--- src/rtl/multi_timer_deadline_table_unit_macros.svh ---
// Assertion macros shared by the timer table modules.
`ifndef MULTI_TIMER_DEADLINE_TABLE_UNIT_MACROS_SVH
`define MULTI_TIMER_DEADLINE_TABLE_UNIT_MACROS_SVH

`ifndef SYNTHESIS
`define MTDT_ASSERT_IMPL(label, clk, rst, ante, cons) \
  label: assert property (@(posedge clk) disable iff (rst) (ante) |-> (cons)) \
    else $error("mtdt: assertion failed");
`define MTDT_ASSERT_NEXT(label, clk, rst, ante, cons) \
  label: assert property (@(posedge clk) disable iff (rst) (ante) |=> (cons)) \
    else $error("mtdt: assertion failed");
`else
`define MTDT_ASSERT_IMPL(label, clk, rst, ante, cons)
`define MTDT_ASSERT_NEXT(label, clk, rst, ante, cons)
`endif

`endif

--- src/rtl/mtdt_pkg.sv ---
`timescale 1ns / 1ps
package mtdt_pkg;

  localparam int NUM_SLOTS_DEF = 16;
  localparam int MAX_SLOTS     = 16;

  localparam int OP_W   = 3;
  localparam int SLOT_W = 4;
  localparam int PAY_W  = 8;
  localparam int DST_W  = 2;
  localparam int TIME_W = 32;
  localparam int KIND_W = 2;
  localparam int STAT_W = 2;
  localparam int TAG_W  = PAY_W + DST_W;

  localparam logic [OP_W-1:0] OP_ALLOC   = 3'd0;
  localparam logic [OP_W-1:0] OP_FREE    = 3'd1;
  localparam logic [OP_W-1:0] OP_INIT    = 3'd2;
  localparam logic [OP_W-1:0] OP_SETTIME = 3'd3;
  localparam logic [OP_W-1:0] OP_TICK    = 3'd4;

  localparam logic [KIND_W-1:0] KIND_GRANT   = 2'd0;
  localparam logic [KIND_W-1:0] KIND_FAIL    = 2'd1;
  localparam logic [KIND_W-1:0] KIND_EXPIRED = 2'd2;

  localparam logic [STAT_W-1:0] ST_FREE  = 2'd0;
  localparam logic [STAT_W-1:0] ST_ALLOC = 2'd1;
  localparam logic [STAT_W-1:0] ST_RUN   = 2'd2;

  localparam logic [TIME_W-1:0] NO_DEADLINE = 32'hffff_ffff;

  typedef struct packed {
    logic [OP_W-1:0]   op;
    logic [SLOT_W-1:0] slot;
    logic [PAY_W-1:0]  payload;
    logic [DST_W-1:0]  destination;
    logic [TIME_W-1:0] delay;
  } in_word_t;

  typedef struct packed {
    logic [KIND_W-1:0] kind;
    logic [SLOT_W-1:0] slot_out;
    logic [PAY_W-1:0]  payload_out;
    logic [DST_W-1:0]  destination_out;
    logic              last;
  } out_word_t;

  typedef struct packed {
    logic take;
    logic rd_en;
    logic alloc_grant;
    logic alloc_fail;
    logic ndl_clear;
    logic flush;
  } cmd_t;

  typedef struct packed {
    logic slot_free;
    logic hit;
    logic stall;
    logic pend_valid;
    logic out_free;
  } stat_t;

endpackage

--- src/rtl/mtdt_if.sv ---
`timescale 1ns / 1ps
interface mtdt_if #(parameter type T = logic);
  logic valid;
  logic ready;
  T     data;

  modport source (output valid, output data, input ready);
  modport sink (input valid, input data, output ready);
endinterface

--- src/rtl/mtdt_ctrl.sv ---
`timescale 1ns / 1ps
`include "multi_timer_deadline_table_unit_macros.svh"
module mtdt_ctrl import mtdt_pkg::*; #(
  parameter int NUM_SLOTS = NUM_SLOTS_DEF,
  localparam int EFF = (NUM_SLOTS < MAX_SLOTS) ? NUM_SLOTS : MAX_SLOTS,
  localparam int IDX_W = (EFF > 1) ? $clog2(EFF) : 1
) (
  input  logic             clk,
  input  logic             rst,
  input  logic             in_valid,
  input  logic [OP_W-1:0]  in_op,
  output logic             in_ready,
  input  stat_t            stat,
  output cmd_t             cmd,
  output logic [IDX_W-1:0] addr
);

  localparam logic [2:0] S_IDLE  = 3'd0;
  localparam logic [2:0] S_ALLOC = 3'd1;
  localparam logic [2:0] S_TCHK  = 3'd2;
  localparam logic [2:0] S_SCAN  = 3'd3;
  localparam logic [2:0] S_DRAIN = 3'd4;
  localparam logic [2:0] S_FLUSH = 3'd5;

  localparam logic [IDX_W-1:0] LAST = IDX_W'(EFF - 1);

  logic [2:0]       state, state_next;
  logic [IDX_W-1:0] idx, idx_next;

  assign addr = idx;

  always_comb begin
    state_next = state;
    idx_next   = idx;
    cmd        = '0;
    in_ready   = (state == S_IDLE);
    cmd.take   = in_ready && in_valid;
    case (state)
      S_IDLE: begin
        if (cmd.take) begin
          idx_next = '0;
          if (in_op == OP_ALLOC) begin
            state_next = S_ALLOC;
          end else if (in_op == OP_TICK) begin
            state_next = S_TCHK;
          end
        end
      end
      S_ALLOC: begin
        if (stat.slot_free) begin
          if (stat.out_free) begin
            cmd.alloc_grant = 1'b1;
            state_next      = S_IDLE;
          end
        end else if (idx == LAST) begin
          if (stat.out_free) begin
            cmd.alloc_fail = 1'b1;
            state_next     = S_IDLE;
          end
        end else begin
          idx_next = idx + 1'b1;
        end
      end
      S_TCHK: begin
        if (stat.hit) begin
          cmd.ndl_clear = 1'b1;
          state_next    = S_SCAN;
        end else begin
          state_next = S_IDLE;
        end
      end
      S_SCAN: begin
        if (!stat.stall) begin
          cmd.rd_en = 1'b1;
          if (idx == LAST) begin
            state_next = S_DRAIN;
          end else begin
            idx_next = idx + 1'b1;
          end
        end
      end
      S_DRAIN: begin
        if (!stat.stall) begin
          state_next = S_FLUSH;
        end
      end
      S_FLUSH: begin
        cmd.flush = 1'b1;
        if (!stat.pend_valid || stat.out_free) begin
          state_next = S_IDLE;
        end
      end
      default: begin
        state_next = S_IDLE;
      end
    endcase
  end

  always_ff @(posedge clk) begin
    if (rst) begin
      state <= S_IDLE;
      idx   <= '0;
    end else begin
      state <= state_next;
      idx   <= idx_next;
    end
  end

  `MTDT_ASSERT_NEXT(a_alloc_starts_scan, clk, rst, cmd.take && in_op == OP_ALLOC, state == S_ALLOC)
  `MTDT_ASSERT_NEXT(a_scan_holds_on_stall, clk, rst, state == S_SCAN && stat.stall, $stable(idx))
  `MTDT_ASSERT_IMPL(a_no_take_when_busy, clk, rst, state != S_IDLE, !cmd.take)

endmodule

--- src/rtl/mtdt_dp.sv ---
`timescale 1ns / 1ps
`include "multi_timer_deadline_table_unit_macros.svh"
module mtdt_dp import mtdt_pkg::*; #(
  parameter int NUM_SLOTS = NUM_SLOTS_DEF,
  localparam int EFF = (NUM_SLOTS < MAX_SLOTS) ? NUM_SLOTS : MAX_SLOTS,
  localparam int IDX_W = (EFF > 1) ? $clog2(EFF) : 1
) (
  input  logic             clk,
  input  logic             rst,
  input  in_word_t         in_word,
  input  cmd_t             cmd,
  input  logic [IDX_W-1:0] addr,
  output stat_t            stat,
  output logic             out_valid,
  output out_word_t        out_word,
  input  logic             out_ready
);

  logic [TIME_W-1:0] tick_count;
  logic [TIME_W-1:0] next_deadline;
  logic [STAT_W-1:0] slot_status [EFF];
  logic [TIME_W-1:0] dl_mem [EFF];
  logic [TAG_W-1:0]  tag_mem [EFF];

  logic              s2_valid;
  logic [IDX_W-1:0]  s2_idx;
  logic [TIME_W-1:0] s2_dl;
  logic [TAG_W-1:0]  s2_tag;

  logic              pend_valid;
  logic [IDX_W-1:0]  pend_idx;
  logic [TAG_W-1:0]  pend_tag;

  logic              slot_ok;
  logic [IDX_W-1:0]  slot_idx;
  logic [TIME_W-1:0] set_dl;
  logic              s2_run;
  logic              expire;
  logic              upd;
  logic              stall;
  logic              out_free;
  logic              push_pend;
  logic              flush_push;
  logic              push;
  out_word_t         push_word;

  assign slot_ok  = {1'b0, in_word.slot} < (SLOT_W + 1)'(EFF);
  assign slot_idx = in_word.slot[IDX_W-1:0];
  assign set_dl   = in_word.delay + tick_count;

  assign out_free   = !out_valid || out_ready;
  assign s2_run     = (slot_status[s2_idx] == ST_RUN);
  assign expire     = s2_valid && s2_run && (s2_dl <= tick_count);
  assign upd        = s2_valid && s2_run && !expire && (next_deadline > s2_dl);
  assign stall      = expire && pend_valid && !out_free;
  assign push_pend  = expire && pend_valid && !stall;
  assign flush_push = cmd.flush && pend_valid && out_free;
  assign push       = cmd.alloc_grant || cmd.alloc_fail || push_pend || flush_push;

  assign stat.slot_free  = (slot_status[addr] == ST_FREE);
  assign stat.hit        = (next_deadline <= tick_count);
  assign stat.stall      = stall;
  assign stat.pend_valid = pend_valid;
  assign stat.out_free   = out_free;

  always_comb begin
    push_word = '0;
    if (cmd.alloc_grant) begin
      push_word.kind     = KIND_GRANT;
      push_word.slot_out = SLOT_W'(addr);
      push_word.last     = 1'b1;
    end else if (cmd.alloc_fail) begin
      push_word.kind = KIND_FAIL;
      push_word.last = 1'b1;
    end else begin
      push_word.kind            = KIND_EXPIRED;
      push_word.slot_out        = SLOT_W'(pend_idx);
      push_word.payload_out     = pend_tag[TAG_W-1:DST_W];
      push_word.destination_out = pend_tag[DST_W-1:0];
      push_word.last            = flush_push;
    end
  end

  always_ff @(posedge clk) begin
    if (rst) begin
      tick_count    <= '0;
      next_deadline <= NO_DEADLINE;
      for (int i = 0; i < EFF; i++) begin
        slot_status[i] <= ST_FREE;
      end
    end else begin
      if (cmd.take) begin
        case (in_word.op)
          OP_FREE: begin
            if (slot_ok) begin
              slot_status[slot_idx] <= ST_FREE;
            end
          end
          OP_SETTIME: begin
            if (slot_ok) begin
              slot_status[slot_idx] <= ST_RUN;
              if (next_deadline > set_dl) begin
                next_deadline <= set_dl;
              end
            end
          end
          OP_TICK: begin
            tick_count <= tick_count + 1'b1;
          end
          default: begin
          end
        endcase
      end
      if (cmd.alloc_grant) begin
        slot_status[addr] <= ST_ALLOC;
      end
      if (cmd.ndl_clear) begin
        next_deadline <= NO_DEADLINE;
      end
      if (expire && !stall) begin
        slot_status[s2_idx] <= ST_ALLOC;
      end else if (upd) begin
        next_deadline <= s2_dl;
      end
    end
  end

  always_ff @(posedge clk) begin
    if (cmd.take && slot_ok && in_word.op == OP_SETTIME) begin
      dl_mem[slot_idx] <= set_dl;
    end
    if (cmd.take && slot_ok && in_word.op == OP_INIT) begin
      tag_mem[slot_idx] <= {in_word.payload, in_word.destination};
    end
    if (cmd.rd_en) begin
      s2_dl  <= dl_mem[addr];
      s2_tag <= tag_mem[addr];
      s2_idx <= addr;
    end
  end

  always_ff @(posedge clk) begin
    if (rst) begin
      s2_valid <= 1'b0;
    end else if (cmd.rd_en) begin
      s2_valid <= 1'b1;
    end else if (!stall) begin
      s2_valid <= 1'b0;
    end
  end

  always_ff @(posedge clk) begin
    if (rst) begin
      pend_valid <= 1'b0;
    end else if (expire && !stall) begin
      pend_valid <= 1'b1;
    end else if (flush_push) begin
      pend_valid <= 1'b0;
    end
  end

  always_ff @(posedge clk) begin
    if (expire && !stall) begin
      pend_idx <= s2_idx;
      pend_tag <= s2_tag;
    end
  end

  always_ff @(posedge clk) begin
    if (rst) begin
      out_valid <= 1'b0;
    end else if (push) begin
      out_valid <= 1'b1;
    end else if (out_ready) begin
      out_valid <= 1'b0;
    end
  end

  always_ff @(posedge clk) begin
    if (push) begin
      out_word <= push_word;
    end
  end

  `MTDT_ASSERT_IMPL(a_grant_hits_free_slot, clk, rst, cmd.alloc_grant, slot_status[addr] == ST_FREE)
  `MTDT_ASSERT_IMPL(a_push_has_room, clk, rst, push, out_free)
  `MTDT_ASSERT_NEXT(a_expired_leaves_run, clk, rst, expire && !stall, slot_status[$past(s2_idx)] == ST_ALLOC)

endmodule

--- src/rtl/multi_timer_deadline_table_unit.sv ---
`timescale 1ns / 1ps
// Free, init and settime complete at acceptance; the next word is accepted the cycle after.
// Alloc scans one slot per cycle and loads its word into the output register once the output is free.
// Tick checks the next deadline against the new count; if it is reached, an expiry scan follows,
// which reads the deadline memory one slot per cycle; a stalled output stretches both scans.
// Reset clears the count, the next deadline and all slot states; slot data is undefined until set.
module multi_timer_deadline_table_unit import mtdt_pkg::*; #(
  parameter int NUM_SLOTS = NUM_SLOTS_DEF,
  localparam int EFF = (NUM_SLOTS < MAX_SLOTS) ? NUM_SLOTS : MAX_SLOTS,
  localparam int IDX_W = (EFF > 1) ? $clog2(EFF) : 1
) (
  input logic clk,
  input logic rst,
  mtdt_if.sink   in_ch,
  mtdt_if.source out_ch
);

  in_word_t         in_word;
  out_word_t        out_word;
  cmd_t             cmd;
  stat_t            stat;
  logic [IDX_W-1:0] addr;
  logic             in_ready;
  logic             out_valid;

  assign in_word      = in_ch.data;
  assign in_ch.ready  = in_ready;
  assign out_ch.valid = out_valid;
  assign out_ch.data  = out_word;

  mtdt_ctrl #(
    .NUM_SLOTS(NUM_SLOTS)
  ) u_ctrl (
    .clk      (clk),
    .rst      (rst),
    .in_valid (in_ch.valid),
    .in_op    (in_word.op),
    .in_ready (in_ready),
    .stat     (stat),
    .cmd      (cmd),
    .addr     (addr)
  );

  mtdt_dp #(
    .NUM_SLOTS(NUM_SLOTS)
  ) u_dp (
    .clk       (clk),
    .rst       (rst),
    .in_word   (in_word),
    .cmd       (cmd),
    .addr      (addr),
    .stat      (stat),
    .out_valid (out_valid),
    .out_word  (out_word),
    .out_ready (out_ch.ready)
  );

endmodule

--- src/flat_wrapper.sv ---
// flat-port wrapper written by rule: the top's interface ports become plain ports
module multi_timer_deadline_table_unit_flat import mtdt_pkg::*;
#(
  parameter int NUM_SLOTS = NUM_SLOTS_DEF,
  localparam int EFF = (NUM_SLOTS < MAX_SLOTS) ? NUM_SLOTS : MAX_SLOTS,
  localparam int IDX_W = (EFF > 1) ? $clog2(EFF) : 1
)
  (clk, rst, in_ch_valid, in_ch_data, in_ch_ready, out_ch_valid, out_ch_data, out_ch_ready);
  mtdt_if #(.T(in_word_t)) in_ch_i ();
  mtdt_if #(.T(out_word_t)) out_ch_i ();
  input logic clk;
  input logic rst;
  input wire logic [$bits(in_ch_i.valid)-1:0] in_ch_valid;
  input wire logic [$bits(in_ch_i.data)-1:0] in_ch_data;
  output wire logic [$bits(in_ch_i.ready)-1:0] in_ch_ready;
  output wire logic [$bits(out_ch_i.valid)-1:0] out_ch_valid;
  output wire logic [$bits(out_ch_i.data)-1:0] out_ch_data;
  input wire logic [$bits(out_ch_i.ready)-1:0] out_ch_ready;
  assign in_ch_i.valid = in_ch_valid;
  assign in_ch_i.data = in_ch_data;
  assign in_ch_ready = in_ch_i.ready;
  assign out_ch_valid = out_ch_i.valid;
  assign out_ch_data = out_ch_i.data;
  assign out_ch_i.ready = out_ch_ready;
  multi_timer_deadline_table_unit #(.NUM_SLOTS(NUM_SLOTS)) u_core (.clk(clk), .rst(rst), .in_ch(in_ch_i), .out_ch(out_ch_i));
endmodule
--- config.mk ---
export PLATFORM = sky130hd
export DESIGN_NAME = multi_timer_deadline_table_unit_flat
export DESIGN_NICKNAME = d
export VERILOG_FILES = /design/src/rtl/mtdt_pkg.sv /design/src/rtl/mtdt_if.sv /design/src/rtl/mtdt_ctrl.sv /design/src/rtl/mtdt_dp.sv /design/src/rtl/multi_timer_deadline_table_unit.sv /design/src/flat_wrapper.sv
export VERILOG_INCLUDE_DIRS = /design/src /design/src/rtl
export SDC_FILE = /design/constraint.sdc
export NUM_CORES = 1
export LEC_CHECK = 0
export ABC_AREA = 0
export BUFFER_PORTS_ARGS = -buffer_cell sky130_fd_sc_hd__buf_2
export CAP_MARGIN = 20
export CORE_ASPECT_RATIO = 1.25
export CORE_UTILIZATION = 29
export CTS_BUF_LIST = sky130_fd_sc_hd__clkbuf_16
export DETAILED_ROUTE_END_ITERATION = 8
export PLACE_DENSITY = 0.4
export SYNTH_ARGS = -nofsm -noshare
export SYNTH_HDL_FRONTEND = slang
export SYNTH_SLANG_ARGS = --single-unit
--- constraint.sdc ---
create_clock -name clk -period 5.5 [get_ports clk]
set_input_delay 0.825 -clock clk [delete_from_list [all_inputs] [get_ports clk]]
set_output_delay 0.825 -clock clk [all_outputs]
set_load 0.05 [all_outputs]
==> impl_metrics.tcl, run 1 <==
set metrics [dict create \
    yosysMostFrequentCell "edfxtp_1" \
    max_freq_ghz 0.194 \
    hold_depth 0 \
    clock_path_buffers 3 \
    ys_top_cells_by_count "edfxtp_1 (749), mux4_2 (215), nor2_1 (174)" \
    clock-sinks 863 \
    peakVddDrop_uv 237 \
    synthToLayoutAreaGrowth_pct 16.5 \
    fillers 12500 \
    finalHoldViolations 0 \
    reg2reg_depth 20 \
    clock_skew_ns 0.0360 \
    cp-end-kind "register" \
    crit_top_cell "inv_1" \
    first_pass_iters 5 \
    drt-initial-drc-count 1703 \
    yosysTopAreaCell "edfxtp_1" \
    crit_buf_inv 6 \
    crit_path_start_kind "register" \
    dp_slack_ns -0.0701 \
    critical_path_arrival_ns 5.74 \
    cts_tree "built" \
    htree_levels 3 \
    worstSetupPathType "reg2reg" \
    worst-endpoint-required_ns 6.09 \
    die_area_sq_um 133000 \
    drtAntennaViolNets 0 \
    initial_core_util_pct 29.3 \
    synth-async-reset-ratio_pct 0 \
    fin_hold_ws_ns 0.420 \
    place_congestion 0.934 \
    yosysWarnings 0 \
    slew_headroom_pct 24.4 \
    p_switching_uw 3950 \
    wirelength_um 110000 \
    ios 72 \
    ys.flop_type "edfxtp_1" \
    maxCapViolCount 0 \
    vias_per_cell 5.03 \
    nets 2792 \
    cp_top_family "simple AND/OR/NAND/NOR gates" \
    synth-edff-count 749 \
    cts_resized 0 \
    core_area_sq_um 130000 \
    period_share_pct 93.6 \
    yosysTopAreaCellShare_pct 59.0 \
    p_int_uw 11700 \
    seq_area_frac_synth_pct 65.0 \
    synthTopCellsByArea "edfxtp_1 (59%), mux4_2 (13%), dfxtp_1 (6.0%)" \
    grt_max_degree 96 \
    grt.total_usage_pct 16.5 \
    grt_pass1_wl_um 161000 \
    grt_pass1_vias 23000 \
    tightest_slew_ns 1.13 \
    post_cts_buffers 0 \
    antenna_cells 0 \
    syn_area_per_cell_sq_um 15.9 \
    swShare_pct 25.3 \
    rsz0062_at_grt "false" \
    netlist_instances 2401 \
    io_buffers 71 \
    layout_min_cycle_time_ns 5.15 \
    cts_hold_buf 0 \
    die_y_um 407 \
    numCtsBuffers 93 \
    fin_area_sq_um 44400 \
    cp_max_fo 26 \
    hpwl_um 70200 \
    wl_per_cell_um 25.0 \
    power_density_nw_per_um2 351 \
    place_area_sq_um 41300 \
    slowest_stage "nor4_1" \
    synth_area_sq_um 38100 \
    vias 22000 \
    overflow 0 \
    pwr-share-clk_pct 40.1 \
    cts-root-buf "clkbuf_16" \
    seqPwrFrac_pct 47.6 \
    die_x_um 326 \
    layout-drive-gt1-share_pct 22.3 \
    synth_nets 2616 \
    slowest_delay_ns 0.62 \
    antenna_found_initial 1 \
    leakagePower_uw 0.0146 \
    yosysUniqueCellTypes 80 \
    crit_cells 20 \
    insertion_delay_ns 0.70 \
    hold_path_class "reg2reg" \
    finalWorstSetupSlack_ns 0.353 \
    cp_cell_sequence "ha_1 > inv_1 > fa_1 > nor2b_1 > o31a_1 > o41ai_1 > o221a_2 > xnor2_1 > buf_4 > inv_1 > ha_1 > nand4_1 > nor4_1 > buf_4 > inv_1 > o21ai_0 > o21ba_2 > buf_12 > and3_1 > a221oi_1" \
    fp-row-count 148 \
    clk_pin_slew_worst_paths_ns 0.07 \
    drc 0 \
    outcome "finished clean" \
    setup-violations-final 0 \
    combPwrFrac_pct 12.3 \
    slew_violations 0 \
    ys_ff_latch 863 \
]
power groups by stage:
stage	combinational [uW]	sequential (uW)	clock, uW
after floorplan	1330	7570	0
after global placement	1940	7570	0
after detailed placement	1960	7570	0
after CTS	1960	7430	6480
after global routing	2080	7450	6710
final	1920	7430	6260
path summary, 6_finish.rpt:
| path | start | endpoint | slack (ns) |
|---|---|---|---|
| setup reg to reg | u_core.u_dp.tick_count[0]$_SDFFE_PP0P_ | u_core.u_dp.next_deadline[25]$_SDFF_PP1_ | 0.35 |
| setup / recovery | u_core.u_dp.tick_count[0]$_SDFFE_PP0P_ | u_core.u_dp.next_deadline[25]$_SDFF_PP1_ | 0.35 |
| hold / removal | u_core.u_dp.s2_tag[1]$_DFFE_PP_ | u_core.u_dp.pend_tag[1]$_DFFE_PP_ | 0.42 |
| hold reg to reg | u_core.u_dp.s2_tag[1]$_DFFE_PP_ | u_core.u_dp.pend_tag[1]$_DFFE_PP_ | 0.42 |
routing by layer:
layer,up-vias,track usage [%],share of wire [%]
met5,-,0,0
met4,0,4.45,1.9
met3,112,2.14,3.6
met2,497,29.3,52
met1,11500,21.0,43
li1,9862,-,-
through the flow:
stage / TNS (ns) / util (%) / total power (uW) / std cells
after floorplan: 0 / - / 8890 / 2401
after global placement: -0.402 / 31.7 / 9510 / 4205
after detailed placement: -0.334 / 31.7 / 9530 / 4206
after CTS: 0 / 34.1 / 15900 / 4381
after global routing: 0 / 34.1 / 16200 / 4382
final: 0 / 34.1 / 15600 / 4382
worst reg2reg max path, cell delays in order (launching register included):
cell and delay [ns]:
dfxtp_1 0.53, ha_1 0.27, inv_1 0.07, fa_1 0.41
nor2b_1 0.21, o31a_1 0.17, o41ai_1 0.09, o221a_2 0.36
xnor2_1 0.24, buf_4 0.17, inv_1 0.05, ha_1 0.30
nand4_1 0.22, nor4_1 0.62, buf_4 0.21, inv_1 0.03
o21ai_0 0.13, o21ba_2 0.19, buf_12 0.17, and3_1 0.29
a221oi_1 0.35
cell type report:
type | count | area, sq um | area share, %
clock buffers | 93 | 2330 | 5.24
multi-input cells | 1330 | 12700 | 28.6
repair buffers | 171 | 1230 | 2.77
clock inverters | 82 | 764 | 1.72
inverters | 118 | 445 | 1.00
well taps | 1725 | 2160 | 4.86
flip-flops and latches | 863 | 24800 | 55.8
sequential cells by signal, summed over array words and instances (netlist names), named ones only:
register	cells
u_core.u_ctrl.addr	4
u_core.u_ctrl.state	3
u_core.u_dp.dl_mem	512
u_core.u_dp.next_deadline	32
u_core.u_dp.out_valid	1
u_core.u_dp.out_word	17
u_core.u_dp.pend_idx	4
u_core.u_dp.pend_tag	10
u_core.u_dp.pend_valid	1
u_core.u_dp.s2_dl	32
u_core.u_dp.s2_idx	4
u_core.u_dp.s2_tag	10
u_core.u_dp.s2_valid	1
u_core.u_dp.slot_status	32
u_core.u_dp.tag_mem	160
u_core.u_dp.tick_count	32
logic make-up after synthesis:
kind of cell,share of synthesized area (%)
adders and majority gates,5.33
buffers and inverters,2.08
AOI/OAI and AO/OA,5.87
DFF,65.0
xor gates and xnor gates,1.22
and+or+nand+nor,6.99
muxes,13.6
placed cells by master (no fill, tap or decap), drive strengths merged, types with 21 or more instances in the layout:
| cell | count |
|---|---|
| nor2b | 25 |
| nand4 | 42 |
| dfxtp | 114 |
| a21oi | 120 |
| nor3 | 38 |
| inv | 142 |
| mux2i | 27 |
| or2 | 23 |
| clkinv | 47 |
| nor2 | 174 |
| ha | 161 |
| o21ai | 45 |
| mux4 | 215 |
| buf | 171 |
| a21o | 29 |
| xnor2 | 45 |
| nand3 | 36 |
| nand2 | 96 |
| clkbuf | 93 |
| a211oi | 21 |
| edfxtp | 749 |
No activity file was read; power rests on OpenSTA's default activity.
==> inputs of run 2 (changes only) <==
--- a/config.mk
+++ b/config.mk
@@ -11,7 +11,7 @@
 export CAP_MARGIN = 20
 export CORE_ASPECT_RATIO = 1.25
 export CORE_UTILIZATION = 29
-export CTS_BUF_LIST = sky130_fd_sc_hd__clkbuf_16
+export CTS_BUF_LIST = sky130_fd_sc_hd__clkbuf_4 sky130_fd_sc_hd__clkbuf_8
 export DETAILED_ROUTE_END_ITERATION = 8
 export PLACE_DENSITY = 0.4
 export SYNTH_ARGS = -nofsm -noshare
==> run 2 against run 1 <==
  * Register-to-register slack got worse by 0.02 ns
  * Critical endpoint unchanged
  * Fmax down 0.37%
  * Critical path type unchanged
  * Critical path depth is the same
  * Final area is 0.48% lower
  * Utilization fell by 0.16 points
  * Non-clock buffer count stayed put
==> impl_metrics.tcl, run 2 (synthesis gave the netlist of run 1 again) <==
set metrics [dict create \
    period_share_pct 93.9 \
    hold_path_class "in2reg" \
    grt_max_degree 96 \
    clock_path_buffers 3 \
    setup-violations-final 0 \
    postLayoutCoreUtil_pct 33.9 \
    regMostFlops "u_core.u_dp.dl_mem" \
    largestRegisters "u_core.u_dp.dl_mem: 512 flops, u_core.u_dp.tag_mem: 160 flops" \
    die_area_sq_um 133000 \
    drc 0 \
    grt.total_usage_pct 16.8 \
    final_cell_mix "edfxtp_1 (749), mux4_2 (215), ha_1 (161), nor2_1 (158), clkbuf_8 (153)" \
    synthToLayoutAreaGrowth_pct 15.9 \
    slowest_delay_ns 0.63 \
    drt-initial-drc-count 1587 \
    place_congestion 0.934 \
    slew_headroom_pct 26.3 \
    slew_violations 0 \
    worst-endpoint-required_ns 6.23 \
    worstSetupPathType "reg2reg" \
    nets 2847 \
    die_y_um 407 \
    clock-sinks 863 \
    hold_depth 3 \
    crit_top_cell "inv_1" \
    cts_hold_buf 0 \
    initial_core_util_pct 29.3 \
    htree_levels 4 \
    crit_path_start_kind "register" \
    insertion_delay_ns 0.86 \
    met3_usage_pct 3.17 \
    cts-root-buf "clkbuf_8" \
    ios 72 \
    hpwl_um 70200 \
    clock_skew_ns 0.0596 \
    tightest_slew_ns 1.10 \
    grt_pass1_wl_um 163000 \
    grtUsageMet1_pct 21.1 \
    post_cts_buffers 0 \
    cts_tree "built" \
    wirelength_um 112000 \
    io_buffers 71 \
    critical_path_arrival_ns 5.90 \
    rsz0062_at_grt "false" \
    layout-drive-gt1-share_pct 25.2 \
    fp-row-count 148 \
    maxCapViolCount 0 \
    ff2ff_setup_slack_ns 0.33 \
    max_freq_ghz 0.194 \
    layout_min_cycle_time_ns 5.17 \
    hp-start "out_ch_ready" \
    reg2reg_depth 20 \
    outcome "finished clean" \
    use_met2_pct 29.4 \
    vias 22400 \
    wl_per_cell_um 24.9 \
    dp_slack_ns -0.0701 \
    fin_area_sq_um 44200 \
    grt_busiest_layer "met2" \
    vias_per_cell 5.01 \
    power_density_nw_per_um2 342 \
    finalHoldViolations 0 \
    leakagePower_uw 0.0146 \
    overflow 0 \
    first_pass_iters 5 \
    antenna_found_initial 2 \
    largest_register_ffs 512 \
    core_area_sq_um 130000 \
    min_to "u_core.u_dp.out_valid$_SDFFE_PP0P_" \
    r2r_start "u_core.u_dp.tick_count[0]$_SDFFE_PP0P_" \
    cts_resized 0 \
    numCtsBuffers 148 \
    place_area_sq_um 41300 \
    grt_pass1_vias 23600 \
    cp-end-kind "register" \
    slowest_stage "nor4_1" \
    die_x_um 326 \
    peakVddDrop_uv 296 \
    finalWorstSetupSlack_ns 0.334 \
    clk_pin_slew_worst_paths_ns 0.07 \
    cp_max_fo 26 \
    layout_commonest_cell "edfxtp_1" \
    drtAntennaViolNets 0 \
    r2r-end "u_core.u_dp.next_deadline[25]$_SDFF_PP1_" \
    cp_cell_sequence "ha_1 > inv_1 > fa_1 > nor2b_1 > o31a_1 > o41ai_1 > o221a_2 > xnor2_1 > buf_4 > inv_1 > ha_1 > nand4_1 > nor4_1 > buf_4 > inv_1 > o21ai_0 > o21ba_2 > buf_12 > and3_1 > a221oi_1" \
    finalPower_uw 15100 \
]
[run 2: changes by cell type in the layout (fill, tap and decap cells not counted), moves of 9 or more]
| cell | previous run | this run |
|---|---|---|
| inv_1 | 139 | 116 |
| clkbuf_4 | 0 | 53 |
| clkbuf_16 | 93 | 0 |
| clkinv_2 | 19 | 10 |
| clkbuf_8 | 0 | 153 |
| clkinv_1 | 19 | 30 |
[run 2: worst max-delay path: cells and delay by family, from the launching register on]
family                     cells  cell delay [ns]
and+or+nand+nor                4             1.35
AOI/OAI and AO/OA              6             1.30
buffers and inverters          6             0.69
DFF                            1             0.52
xor gates and xnor gates       1             0.23
adders and majority gates      3             0.99
[run 2: worst max-delay path by stage]
stage / cells after the start / from / to
final: 20 / u_core.u_dp.tick_count[0]$_SDFFE_PP0P_ / u_core.u_dp.next_deadline[25]$_SDFF_PP1_
after global routing: 21 / u_core.u_dp.tick_count[0]$_SDFFE_PP0P_ / u_core.u_dp.next_deadline[0]$_SDFF_PP1_
after CTS: 20 / u_core.u_dp.tick_count[0]$_SDFFE_PP0P_ / u_core.u_dp.next_deadline[27]$_SDFF_PP1_
after detailed placement: 21 / in_ch_data[0] / u_core.u_dp.next_deadline[31]$_SDFF_PP1_
after global placement: 22 / in_ch_data[0] / u_core.u_dp.next_deadline[10]$_SDFF_PP1_
after floorplan: 21 / in_ch_data[0] / u_core.u_dp.next_deadline[8]$_SDFF_PP1_
[run 2: power by group]
part / internal, uW / switching, uW / leakage, uW
Clock: 3020 / 2750 / 0.00152
Combinational: 840 / 1080 / 0.00538
Sequential: 7270 / 160 / 0.00766
[run 2: cell type report]
type | instances | area [sq um]
Fill cell | 12600 | 86100
Sequential cell | 863 | 24800
Multi-Input combinational cell | 1330 | 12700
Clock buffer | 206 | 2500
Tap cell | 1725 | 2160
Timing Repair Buffer | 171 | 1230
Inverter | 118 | 445
Clock inverter | 57 | 372
Antenna cell | 2 | 5.00
[run 2: routing by layer]
layer,vias up,part of all wire (%)
met3,156,4.3
met1,11700,42
met4,0,2.0
met5,-,0
met2,529,52
li1,9996,-
[run 2: through the flow]
stage               setup TNS, ns  cells  hold slack, ns
global route                    0   4471           0.242
detailed placement         -0.334   4206           0.407
floorplan                       0   2401           0.400
global placement           -0.402   4205           0.410
CTS                             0   4469           0.205
finish                          0   4472           0.305
